File: config.mk
export PLATFORM = sky130hd
export DESIGN_NAME = hht_ctrl
export DESIGN_NICKNAME = d
export VERILOG_FILES = /design/src/hdl/hht_pkg.sv /design/src/hdl/hht_ctrl.sv
export SDC_FILE = /design/constraint.sdc
export NUM_CORES = 1
export LEC_CHECK = 0
export BUFFER_PORTS_ARGS = -buffer_cell sky130_fd_sc_hd__buf_2
export CAP_MARGIN = 25
export CORE_MARGIN = 2
export CORE_UTILIZATION = 43
export CTS_CLUSTER_DIAMETER = 100
export DETAILED_ROUTE_END_ITERATION = 7
export PLACE_DENSITY = 0.75
export SYNTH_ARGS = -nofsm -noshare
export SYNTH_HDL_FRONTEND = slang
export SYNTH_SLANG_ARGS = --single-unit
File: constraint.sdc
create_clock -name clk_i -period 1.8 [get_ports clk_i]
set_input_delay 0.18 -clock clk_i [delete_from_list [all_inputs] [get_ports clk_i]]
set_output_delay 0.18 -clock clk_i [all_outputs]
set_load 0.02 [all_outputs]
File: src/hdl/hht_pkg.sv
// Package for the hopscotch hash table: defaults, FNV-1a constants, status codes,
// controller states and the command/status structs between controller and datapath.
// No dependencies.
`default_nettype none

package hht_pkg;

  localparam int SlotsDef     = 1024;
  localparam int NeighborDef  = 32;
  localparam int KeyBytesDef  = 8;
  localparam int ValueBitsDef = 32;

  localparam int KeyW    = 64;
  localparam int ValW    = 32;
  localparam int ScopeW  = 32;
  localparam int CountW  = 11;

  localparam logic [63:0] FnvBasis   = 64'hcbf29ce484222325;
  // prime = 2^40 + 0x1b3
  localparam logic [63:0] FnvPrimeLo = 64'h00000000000001b3;
  localparam int          FnvShift   = 40;

  typedef enum logic [2:0] {
    ST_INSERTED = 3'd0,
    ST_UPDATED  = 3'd1,
    ST_FOUND    = 3'd2,
    ST_MISSING  = 3'd3,
    ST_FULL     = 3'd4
  } status_e;

  typedef enum logic [4:0] {
    CS_CLEAR,
    CS_IDLE,
    CS_HSTART,
    CS_HASH,
    CS_LK_A,
    CS_LK_B,
    CS_FS_A,
    CS_FS_B,
    CS_NEAR,
    CS_INS,
    CS_MV_A,
    CS_MV_B,
    CS_MV_HASH,
    CS_MV_CHK,
    CS_MV_WR,
    CS_MV_FREE,
    CS_DONE
  } ctrl_state_e;

  typedef struct packed {
    logic    clr_wr;
    logic    idx_clr;
    logic    idx_inc;
    logic    idx_dec;
    logic    idx_load_top;
    logic    latch;
    logic    hash_start;
    logic    hash_src_y;
    logic    home_load;
    logic    yh_load;
    logic    rd_below;
    logic    hop_yh;
    logic    upd_wr;
    logic    fv_load;
    logic    free_load;
    logic    ins_wr;
    logic    mv_wr;
    logic    mv_free;
    logic    out_load;
    status_e status;
  } cmd_t;

  typedef struct packed {
    logic hash_done;
    logic idx_last_slot;
    logic idx_last_nb;
    logic idx_one;
    logic probe_hit;
    logic slot_used;
    logic near;
    logic nd_ok;
    logic out_free;
    logic op_lookup;
  } sts_t;

endpackage

`default_nettype wire

File: src/hdl/hht_ctrl.sv
// Controller for the hopscotch hash table: sequences clear, hash, probe,
// free-slot scan and displacement. Depends on hht_pkg.
`default_nettype none

module hht_ctrl
  import hht_pkg::*;
(
  input  wire logic clk_i,
  input  wire logic rst_ni,
  input  wire logic in_valid_i,
  output logic      in_stall_o,
  input  wire sts_t sts_i,
  output cmd_t      cmd_o
);

  ctrl_state_e state_q, state_d;
  status_e     st_q, st_d;

  always_ff @(posedge clk_i or negedge rst_ni) begin
    if (!rst_ni) begin
      state_q <= CS_CLEAR;
      st_q    <= ST_MISSING;
    end else begin
      state_q <= state_d;
      st_q    <= st_d;
    end
  end

  always_comb begin
    state_d    = state_q;
    st_d       = st_q;
    cmd_o      = '0;
    cmd_o.status = st_q;
    in_stall_o = (state_q != CS_IDLE);
    case (state_q)
      CS_CLEAR: begin
        cmd_o.clr_wr = 1'b1;
        if (sts_i.idx_last_slot) begin
          cmd_o.idx_clr = 1'b1;
          state_d = CS_IDLE;
        end else begin
          cmd_o.idx_inc = 1'b1;
        end
      end
      CS_IDLE: begin
        if (in_valid_i) begin
          cmd_o.latch   = 1'b1;
          cmd_o.idx_clr = 1'b1;
          state_d = CS_HSTART;
        end
      end
      CS_HSTART: begin
        cmd_o.hash_start = 1'b1;
        state_d = CS_HASH;
      end
      CS_HASH: begin
        if (sts_i.hash_done) begin
          cmd_o.home_load = 1'b1;
          state_d = CS_LK_A;
        end
      end
      CS_LK_A: state_d = CS_LK_B;
      CS_LK_B: begin
        if (sts_i.probe_hit) begin
          if (sts_i.op_lookup) begin
            cmd_o.fv_load = 1'b1;
            st_d = ST_FOUND;
          end else begin
            cmd_o.upd_wr = 1'b1;
            st_d = ST_UPDATED;
          end
          state_d = CS_DONE;
        end else if (sts_i.idx_last_nb) begin
          if (sts_i.op_lookup) begin
            st_d = ST_MISSING;
            state_d = CS_DONE;
          end else begin
            cmd_o.idx_clr = 1'b1;
            state_d = CS_FS_A;
          end
        end else begin
          cmd_o.idx_inc = 1'b1;
          state_d = CS_LK_A;
        end
      end
      CS_FS_A: state_d = CS_FS_B;
      CS_FS_B: begin
        if (!sts_i.slot_used) begin
          cmd_o.free_load = 1'b1;
          state_d = CS_NEAR;
        end else if (sts_i.idx_last_slot) begin
          st_d = ST_FULL;
          state_d = CS_DONE;
        end else begin
          cmd_o.idx_inc = 1'b1;
          state_d = CS_FS_A;
        end
      end
      CS_NEAR: begin
        if (sts_i.near) begin
          state_d = CS_INS;
        end else begin
          cmd_o.idx_load_top = 1'b1;
          state_d = CS_MV_A;
        end
      end
      CS_INS: begin
        cmd_o.ins_wr = 1'b1;
        st_d = ST_INSERTED;
        state_d = CS_DONE;
      end
      CS_MV_A: begin
        cmd_o.rd_below = 1'b1;
        state_d = CS_MV_B;
      end
      CS_MV_B: begin
        cmd_o.rd_below = 1'b1;
        if (sts_i.slot_used) begin
          cmd_o.hash_start = 1'b1;
          cmd_o.hash_src_y = 1'b1;
          state_d = CS_MV_HASH;
        end else if (sts_i.idx_one) begin
          st_d = ST_FULL;
          state_d = CS_DONE;
        end else begin
          cmd_o.idx_dec = 1'b1;
          state_d = CS_MV_A;
        end
      end
      CS_MV_HASH: begin
        if (sts_i.hash_done) begin
          cmd_o.yh_load = 1'b1;
          state_d = CS_MV_CHK;
        end
      end
      CS_MV_CHK: begin
        cmd_o.hop_yh = 1'b1;
        if (sts_i.nd_ok) begin
          state_d = CS_MV_WR;
        end else if (sts_i.idx_one) begin
          st_d = ST_FULL;
          state_d = CS_DONE;
        end else begin
          cmd_o.idx_dec = 1'b1;
          state_d = CS_MV_A;
        end
      end
      CS_MV_WR: begin
        cmd_o.hop_yh = 1'b1;
        cmd_o.mv_wr  = 1'b1;
        state_d = CS_MV_FREE;
      end
      CS_MV_FREE: begin
        cmd_o.mv_free = 1'b1;
        state_d = CS_NEAR;
      end
      CS_DONE: begin
        if (sts_i.out_free) begin
          cmd_o.out_load = 1'b1;
          state_d = CS_IDLE;
        end
      end
      default: state_d = CS_IDLE;
    endcase
  end

endmodule

`default_nettype wire

==> impl_metrics.yaml, run 1 <==
status:
  status: "did not finish"
  stop_stage: "global routing"
  first-error: "[ERROR DPL-0038] Utilization greater than 100%, impossible to legalize"
clock_tree:
  clock_sinks: 8
  htreeDepth: 1
  clockBufferDepth: 2
  cts-root-buf: "clkbuf_4"
  cts_buffers: 3
die:
  dieWidth_um: 50.3
  start_util: 0.461
  ios: 36
  rows: 16
  die_h_um: 50.3
yosys:
  synth_nets: 130
  netlist_instances: 117
  synth_ff_type: "dfrtp_1"
  seq_area_frac_synth: 0.220
  syn_area_um2: 923
  ys_warn_count: 0
  ys_seq_elements: 8
  syn_avg_cell_area_um2: 7.89
  synthDistinctLibCells: 47
  async_flop_share: 1.00
  synth_edf_count: 0
placement:
  dp_hpwl_um: 2530
  placed_cells: 201
  pre_cts_ws_ps: -191
  io_buffers: 35
  gp_congestion: 1.01
sta:
  crit_endpoint: "cmd_o[20]"
  worst-ep-kind: "top-level output"
grt:
  grt_max_degree: 17
## kinds of logic after synthesis
family          after synthesis  share of synthesized area
mux                           4                     0.0596
flops                         8                      0.220
simple gates                 62                      0.412
xor+xnor                      3                     0.0285
buf+inv                      12                     0.0610
compound gates               28                      0.220
## cell usage after synthesis, types with 2 or more instances
library cell	number	area [µm²]
nand2_1	7	26.3
or4_1	2	15.0
nor2_1	13	48.8
buf_2	3	15.0
nand3_1	5	25.0
o21ai_0	5	25.0
dfstp_2	2	52.6
and3_1	3	18.8
xnor2_1	2	17.5
o21a_1	2	15.0
dfrtp_1	6	150
mux2_4	3	45.0
clkbuf_1	3	11.3
inv_1	4	15.0
or3_4	2	22.5
nor3_1	7	35.0
or3_1	2	12.5
a211oi_1	3	22.5
a21oi_1	4	20.0
nand2b_1	7	43.8
o22ai_1	2	12.5
nor2b_1	2	12.5
a31oi_1	4	25.0
## timing repair
item                                    4_1_cts
setup buffers                                11
resized for setup                            51
hold endpoints to repair                      8
cloned                                        0
pin swaps                                    16
hold buffers                                  1
endpoints found under the setup margin       16
## through the flow
step	utilization	TNS, ps	area, µm²
after floorplan	-	-228	991
after global placement	0.687	-409	1380
after detailed placement	0.687	-749	1380
after CTS	0.852	-1270	1710
==> run 2: changes to the inputs <==
--- a/config.mk
+++ b/config.mk
@@ -7,11 +7,10 @@
 export LEC_CHECK = 0
 export BUFFER_PORTS_ARGS = -buffer_cell sky130_fd_sc_hd__buf_2
 export CAP_MARGIN = 25
-export CORE_MARGIN = 2
-export CORE_UTILIZATION = 43
-export CTS_CLUSTER_DIAMETER = 100
+export CORE_AREA = 2 2 63 65
 export DETAILED_ROUTE_END_ITERATION = 7
-export PLACE_DENSITY = 0.75
+export DIE_AREA = 0 0 65 67
+export PLACE_DENSITY_LB_ADDON = 0.15
 export SYNTH_ARGS = -nofsm -noshare
 export SYNTH_HDL_FRONTEND = slang
 export SYNTH_SLANG_ARGS = --single-unit
==> constraint.sdc (replaced) <==
create_clock -name clk_i -period 2.35 [get_ports clk_i]
set_input_delay 0.235 -clock clk_i [delete_from_list [all_inputs] [get_ports clk_i]]
set_output_delay 0.235 -clock clk_i [all_outputs]
set_load 0.02 [all_outputs]
==> impl_metrics.yaml, run 2 <==
status:
  status: "finished clean"
clock_tree:
  post-cts-setup-buffers: 0
  cts_tree: "built"
  cts_buffers: 3
  clk_pin_slew_ps: 40
  htreeDepth: 1
  cts-root-buf: "clkbuf_8"
  clockBufferDepth: 2
  clock_sinks: 8
  worstSkewPairLatency_ps: 230
cells_and_area:
  nets: 172
  reg.largest.list: "state_q x5, st_q x3"
  fill_cells: 411
  syn_to_final_growth_pct: 35.2
  fin_cells: 206
  antennaDiodeCount: 0
  drive_above_1_share: 0.405
  layout_commonest_cell: "buf_2"
  largest_reg_flops: 5
  regMostFlops: "state_q"
  layout_common_cells: "35 x buf_2, 13 x nor2_1, 9 x buf_4"
routing:
  highest_layer: "met4"
  drt-met1-wl_um: 1360
  dr_total_vias: 1049
  wl_um: 2980
  postRouteAntennaNets: 0
  wl_per_cell_um: 14.5
  drc: 0
  wl_met2_um: 1480
  vias_per_cell: 5.09
  drt_iter0_drc: 68
  drtPass1Iterations: 4
  met3RoutedLength_um: 127
die:
  coreArea_um2: 3610
  rows: 22
  start_util: 0.256
  die_h_um: 67
  dieWidth_um: 65
  ios: 36
  dieArea_um2: 4360
sta:
  hold_viol: 0
  slew_headroom: 0.593
  fmax_mhz: 439
  worst_slack_ps: 70.8
  rsz0062_at_grt: "no"
  finClkSkew_ps: 3.69
  tns_ps: 0
  worst_pin_slew_ps: 601
  finalSetupViolCount: 0
  period_share: 0.970
  finalCriticalPeriod_ps: 2280
  maxSlewViolCount: 0
grt:
  track_usage: 0.148
  grt_antenna_before_repair: 0
  grt_pass1_wl_um: 4990
  grt_pass1_vias: 1028
  globalRouteOverflowTotal: 0
  grt_max_degree: 16
placement:
  pre_cts_ws_ps: 182
  placed_cells: 201
  dp_hpwl_um: 2420
  gp_congestion: 0.815
  io_buffers: 35
yosys:
  syn_area_um2: 923
  synthTopCellsByCount: "13 x nor2_1, 7 x nand2_1, 7 x nand2b_1, 7 x nor3_1, 6 x dfrtp_1"
  syn_avg_cell_area_um2: 7.89
  netlist_instances: 117
  yosysTopAreaCellShare: 0.163
  synth_ff_type: "dfrtp_1"
  synthDistinctLibCells: 47
  yosysMostFrequentCell: "nor2_1"
  ys_warn_count: 0
  synth_edf_count: 0
  ys_top_cells_by_area: "dfrtp_1 16%, dfstp_2 5.7%, nor2_1 5.3%"
  synth_nets: 130
  yosysTopAreaCell: "dfrtp_1"
  async_flop_share: 1.00
  seq_area_frac_synth: 0.220
  ys_seq_elements: 8
power:
  p_leak_uw: 0.000580
  peakVddDrop_mv: 0.280
  power.density_nw_per_um2: 1070
worst_setup_path:
  crit_required_ps: 2120
  critPathLaunchType: "flop"
  endpoint_kind: "output port"
  critPathKind: "flop to output port"
  crit_fanout: 14
  arrival_ps: 2040
job:
  drv_cap: 0
worst_hold_path:
  holdCritPathClass: "input pin to flop"
## run 2: what timing repair did
item                                    in CTS  in global routing
endpoints found under the setup margin       0                  2
hold buffers                                 1                  0
endpoints found under the hold margin        6                  0
resized for setup                            0                  3
## run 2: layout make-up
class,count,area (µm²),area share
Clock buffer,4,45.0,0.0361
Inverter,4,15.0,0.0120
Multi-Input combinational cell,97,671,0.537
Sequential cell,8,205,0.164
Tap cell,48,60.1,0.0481
Timing Repair Buffer,45,253,0.202
## run 2: metal layers
metal | vias to the layer above | GRT usage
met5 | - | 0
li1 | 521 | -
met4 | 0 | 0.0319
met2 | 28 | 0.260
met1 | 498 | 0.188
met3 | 2 | 0.0287
## run 2: per-stage QoR
step	power, µW	area, µm²	hold WS [ps]	util
final	1340	1250	364	0.346
after global routing	1450	1250	369	0.346
after CTS	1340	1240	367	0.344
after detailed placement	1150	1180	84.4	0.329
after global placement	1160	1180	85.6	0.329
after floorplan	897	923	-60.6	-
## run 2: worst paths after layout
check	slack [ps]	depth (start not counted)	startpoint	endpoint
setup / recovery	70	5	state_q[4]$_DFFE_PN0P_	cmd_o[20]
hold / removal	360	3	sts_i[1]	state_q[4]$_DFFE_PN0P_
setup reg to reg	260	5	state_q[4]$_DFFE_PN0P_	st_q[2]$_DFFE_PN0P_
hold reg to reg	520	1	st_q[2]$_DFFE_PN0P_	st_q[2]$_DFFE_PN0P_
max in group asynchronous	1740	2	rst_ni	st_q[0]$_DFFE_PN1P_
min in group asynchronous	380	2	rst_ni	state_q[2]$_DFFE_PN0P_
## run 2: report_power, final
group | total, µW | internal (µW) | switching [µW]
Sequential | 284 | 205 | 78.5
Combinational | 881 | 380 | 501
Clock | 170 | 117 | 52.7
Total | 1340 | 703 | 632
## run 2: kinds of logic (layout without fill, tap and decap cells)
| logic type | after synthesis | in the layout | share of synthesized area |
|---|---|---|---|
| compound gates | 28 | 28 | 0.220 |
| xor+xnor | 3 | 3 | 0.0285 |
| buf+inv | 12 | 53 | 0.0610 |
| flops | 8 | 8 | 0.220 |
| mux | 4 | 4 | 0.0596 |
| simple gates | 62 | 62 | 0.412 |
## run 2: critical path: stages (launching register included)
cell	delay [ps]
dfrtp_2	490
or3b_4	440
or3_4	390
nor3b_2	220
a211o_1	120
buf_2	150
Note: power is estimated with default switching activity, not from simulation.
==> run 3: changes to the inputs <==
--- a/config.mk
+++ b/config.mk
@@ -7,9 +7,9 @@
 export LEC_CHECK = 0
 export BUFFER_PORTS_ARGS = -buffer_cell sky130_fd_sc_hd__buf_2
 export CAP_MARGIN = 25
-export CORE_AREA = 2 2 63 65
+export CORE_AREA = 10 10 71 73
 export DETAILED_ROUTE_END_ITERATION = 7
-export DIE_AREA = 0 0 65 67
+export DIE_AREA = 0 0 81 83
 export PLACE_DENSITY_LB_ADDON = 0.15
 export SYNTH_ARGS = -nofsm -noshare
 export SYNTH_HDL_FRONTEND = slang
==> impl_metrics.yaml, run 3 (same netlist as run 2, synthesis figures left out) <==
cells_and_area:
  regMostFlops: "state_q"
  layout_commonest_cell: "buf_2"
  reg.largest.list: "state_q x5, st_q x3"
  drive_above_1_share: 0.430
  syn_to_final_growth_pct: 41.1
  layout_common_cells: "35 x buf_2, 16 x buf_4, 13 x nor2_1"
  fin_cells: 213
  largest_reg_flops: 5
  antennaDiodeCount: 0
  nets: 179
grt:
  grt_pass1_wl_um: 5420
  grt_util_met2: 0.143
  grt_busiest_layer: "met2"
  met3_usage: 0.0280
  grt_antenna_before_repair: 0
  grtUsageMet1: 0.127
  globalRouteOverflowTotal: 0
  track_usage: 0.0955
  grt_pass1_vias: 1110
  grt_max_degree: 16
routing:
  drtPass1Iterations: 4
  drt_iter0_drc: 88
  vias_per_cell: 5.17
  dr_total_vias: 1101
  wl_um: 3260
  wl_per_cell_um: 15.3
  postRouteAntennaNets: 0
  drc: 0
clock_tree:
  clockBufferDepth: 2
  worstSkewPairLatency_ps: 220
  cts_tree: "built"
  cts_buffers: 3
  cts-root-buf: "clkbuf_8"
  htreeDepth: 1
  clk_pin_slew_ps: 40
  clock_sinks: 8
sta:
  rsz0062_at_grt: "no"
  hold_viol: 0
  tns_ps: 0
  fmax_mhz: 446
  finalCriticalPeriod_ps: 2240
  maxSlewViolCount: 0
  slew_headroom: 0.658
  finalSetupViolCount: 0
  worst_pin_slew_ps: 507
  finClkSkew_ps: 3.40
  period_share: 0.953
  hold_slack_ps: 369
worst_setup_path:
  reg2reg_slack_ps: 290
  endpoint_kind: "output port"
  critical_path_buf_inv_count: 1
  arrival_ps: 2010
  r2r-end: "st_q[2]$_DFFE_PN0P_"
  critPathLaunchType: "flop"
  cp_cell_sequence: "or3b_4 -> or3_4 -> nor3b_4 -> a211o_1 -> buf_2"
  crit_family: "simple AND/OR/NAND/NOR gates"
  cp_slowest_cell: "dfrtp_2"
  slowest_delay_ps: 460
  crit_required_ps: 2120
  worst-r2r-cell-count: 5
  crit_fanout: 8
  r2r-start: "state_q[2]$_DFFE_PN0P_"
  critPathKind: "flop to output port"
power:
  peakVddDrop_mv: 0.364
  p_leak_uw: 0.000617
  power.density_nw_per_um2: 1080
die:
  coreArea_um2: 3630
  start_util: 0.254
  dieArea_um2: 6720
  rows: 22
  ios: 36
  die_h_um: 83
  dieWidth_um: 81
worst_hold_path:
  holdPathStages: 3
  min-delay-start: "sts_i[1]"
  min_to: "state_q[4]$_DFFE_PN0P_"
  holdCritPathClass: "input pin to flop"
job:
  drv_cap: 0
placement:
  dp_hpwl_um: 2720
  io_buffers: 35
  gp_congestion: 0.858
  placed_cells: 204
status:
  status: "finished clean"
run 3: timing repair:
item,4_1_cts,5_1_grt
setup endpoints to repair,0,2
hold buffers,1,0
hold endpoints to repair,6,0
gates resized for setup,0,4
setup buffers,0,4
run 3: per-layer routing:
| layer | vias up | share of wire |
|---|---|---|
| li1 | 530 | - |
| met1 | 516 | 0.46 |
| met2 | 51 | 0.44 |
| met3 | 4 | 0.085 |
| met4 | 0 | 0.014 |
| met5 | - | 0 |
run 3: metrics by stage:
step	power, µW	worst slack [ps]	util	instance area [µm²]
after detailed placement	1190	260	0.332	1210
after floorplan	897	167	-	923
final	1400	109	0.358	1300
after global routing	1520	13.9	0.358	1300
after global placement	1200	277	0.332	1210
after CTS	1370	10.8	0.347	1260
run 3: report_power, final:
| part | total (µW) | switching, µW | internal (µW) |
|---|---|---|---|
| sequential | 272 | 65.2 | 207 |
| combinational | 966 | 536 | 430 |
| clock | 165 | 47.6 | 117 |
| total | 1400 | 649 | 753 |
run 3: worst max-delay path by stage:
stage | start | end | depth (start not counted)
3_5_place_dp | state_q[0]$_DFFE_PN0P_ | st_q[2]$_DFFE_PN0P_ | 5
4_1_cts | state_q[0]$_DFFE_PN0P_ | cmd_o[20] | 5
5_1_grt | state_q[4]$_DFFE_PN0P_ | cmd_o[20] | 5
3_3_place_gp | state_q[1]$_DFFE_PN0P_ | st_q[2]$_DFFE_PN0P_ | 6
6_report | state_q[4]$_DFFE_PN0P_ | cmd_o[20] | 5
2_1_floorplan | state_q[3]$_DFFE_PN0P_ | cmd_o[19] | 5
run 3: worst reg2reg max path: cells and delay by family (launching register included):
kind          cells  cell delay (ps)
flops             1              560
mux               1              330
simple gates      4             1060
run 3: area by class of cell:
class	count	area [µm²]
clock buffer	4	45.0
timing repair buffer	52	305
sequential	8	206
multi-input combinational	97	671
tap	48	60.1
inverter	4	15.0
fill	404	2330
==> run 4: changes to the inputs <==
==> constraint.sdc (replaced) <==
create_clock -name clk_i -period 2.35 [get_ports clk_i]
set_input_delay 0.235 -clock clk_i [delete_from_list [all_inputs] [get_ports clk_i]]
set_output_delay 0.235 -clock clk_i [all_outputs]
set_load 0.005 [all_outputs]
==> impl_metrics.yaml, run 4 (same netlist as run 2, synthesis figures left out) <==
die:
  dieWidth_um: 81
  coreArea_um2: 3630
  start_util: 0.254
  die_h_um: 83
  rows: 22
  ios: 36
  dieArea_um2: 6720
sta:
  tns_ps: 0
  finalSetupViolCount: 0
  maxSlewViolCount: 0
  finClkSkew_ps: 2.11
  fmax_mhz: 448
  slew_headroom: 0.688
  hold_slack_ps: 367
  period_share: 0.950
  rsz0062_at_grt: "no"
  worst_pin_slew_ps: 462
  hold_viol: 0
  finalCriticalPeriod_ps: 2230
routing:
  wl_um: 3280
  vias_per_cell: 4.99
  wl_per_cell_um: 15.7
  drt_iter0_drc: 67
  postRouteAntennaNets: 0
  dr_total_vias: 1043
  drc: 0
  drtPass1Iterations: 4
grt:
  grt_antenna_before_repair: 0
  globalRouteOverflowTotal: 0
  grt_pass1_vias: 1045
  grt_pass1_wl_um: 5400
  track_usage: 0.0967
  grt_max_degree: 12
cells_and_area:
  fill_cells: 419
  regMostFlops: "state_q"
  layout_commonest_cell: "buf_2"
  nets: 175
  seqCellArea_um2: 205
  largest_reg_flops: 5
  multi_input_area_um2: 664
  syn_to_final_growth_pct: 37.0
  antennaDiodeCount: 0
  layout_common_cells: "35 x buf_2, 13 x nor2_1, 12 x buf_4"
  reg.largest.list: "state_q x5, st_q x3"
  drive_above_1_share: 0.410
worst_setup_path:
  r2r-end: "st_q[2]$_DFFE_PN0P_"
  critPathKind: "flop to output port"
  slowest_delay_ps: 470
  reg2reg_slack_ps: 290
  crit_required_ps: 2120
  crit_family: "simple AND/OR/NAND/NOR gates"
  worst-r2r-cell-count: 5
  cp.depth: 5
  critical_path_buf_inv_count: 1
  endpoint_kind: "output port"
  cp_slowest_cell: "dfrtp_2"
  crit_fanout: 11
  critPathLaunchType: "flop"
  cp-startpoint: "state_q[0]$_DFFE_PN0P_"
  arrival_ps: 2000
  cp_cell_sequence: "or3b_4 -> or3_4 -> nor3b_2 -> a211o_1 -> buf_2"
  cp-endpoint: "cmd_o[20]"
  r2r-start: "state_q[0]$_DFFE_PN0P_"
power:
  peakVddDrop_mv: 0.243
  power.density_nw_per_um2: 985
  p_leak_uw: 0.000594
placement:
  dp_hpwl_um: 2750
  io_buffers: 35
  gp_congestion: 0.893
job:
  drv_cap: 0
worst_hold_path:
  holdCritPathClass: "input pin to flop"
  holdPathStages: 3
clock_tree:
  clk_pin_slew_ps: 40
  cts_tree: "built"
  clock_sinks: 8
  cts-root-buf: "clkbuf_8"
  post-cts-setup-buffers: 0
  cts_buffers: 3
  htreeDepth: 1
  worstSkewPairLatency_ps: 220
  clockBufferDepth: 2
status:
  status: "finished clean"
run 4: how the worst min path moves through the flow:
| stage | from | endpoint |
|---|---|---|
| global route | rst_ni | state_q[4]$_DFFE_PN0P_ |
| floorplan | rst_ni | st_q[2]$_DFFE_PN0P_ |
| finish | sts_i[9] | state_q[1]$_DFFE_PN0P_ |
| global placement | rst_ni | st_q[2]$_DFFE_PN0P_ |
| CTS | rst_ni | state_q[4]$_DFFE_PN0P_ |
| detailed placement | rst_ni | st_q[2]$_DFFE_PN0P_ |
run 4: worst min-delay path: stages:
cell and delay [ps]:
buf_2 120, or4_1 140, a32oi_2 50
run 4: timing repair:
| action | 4_1_cts | 5_1_grt |
|---|---|---|
| setup endpoints to repair | 0 | 1 |
| hold buffers | 1 | 0 |
| gates resized for setup | 0 | 2 |
| hold endpoints to repair | 6 | 0 |
run 4: area by class of cell:
type                       instances  share of cell area
multi-input combinational         97               0.525
timing repair buffer              48               0.218
sequential                         8               0.162
tap                               48              0.0475
clock buffer                       4              0.0356
inverter                           4              0.0119
run 4: where the power goes:
part | switching (µW) | internal [µW]
clock network | 50.9 | 117
registers | 83.5 | 205
logic | 402 | 387
run 4: stage by stage:
step           setup WS (ps)  instance area, µm²   util  instances  total power [µW]
2_1_floorplan            481                 923      -        117               795
3_3_place_gp             300                1210  0.332        204              1090
3_5_place_dp             243                1210  0.332        204              1080
4_1_cts                 24.1                1260  0.347        209              1260
5_1_grt                 42.5                1260  0.348        209              1370
6_report                 119                1260  0.348        209              1250
run 4: routing by layer:
layer  vias to the layer above  routed length (µm)  global-route usage
met5                         -                   0                   0
met4                         0                  20              0.0141
met3                         2                 206              0.0237
met2                        34                1490               0.151
met1                       489                1560               0.132
li1                        518                   -                   -
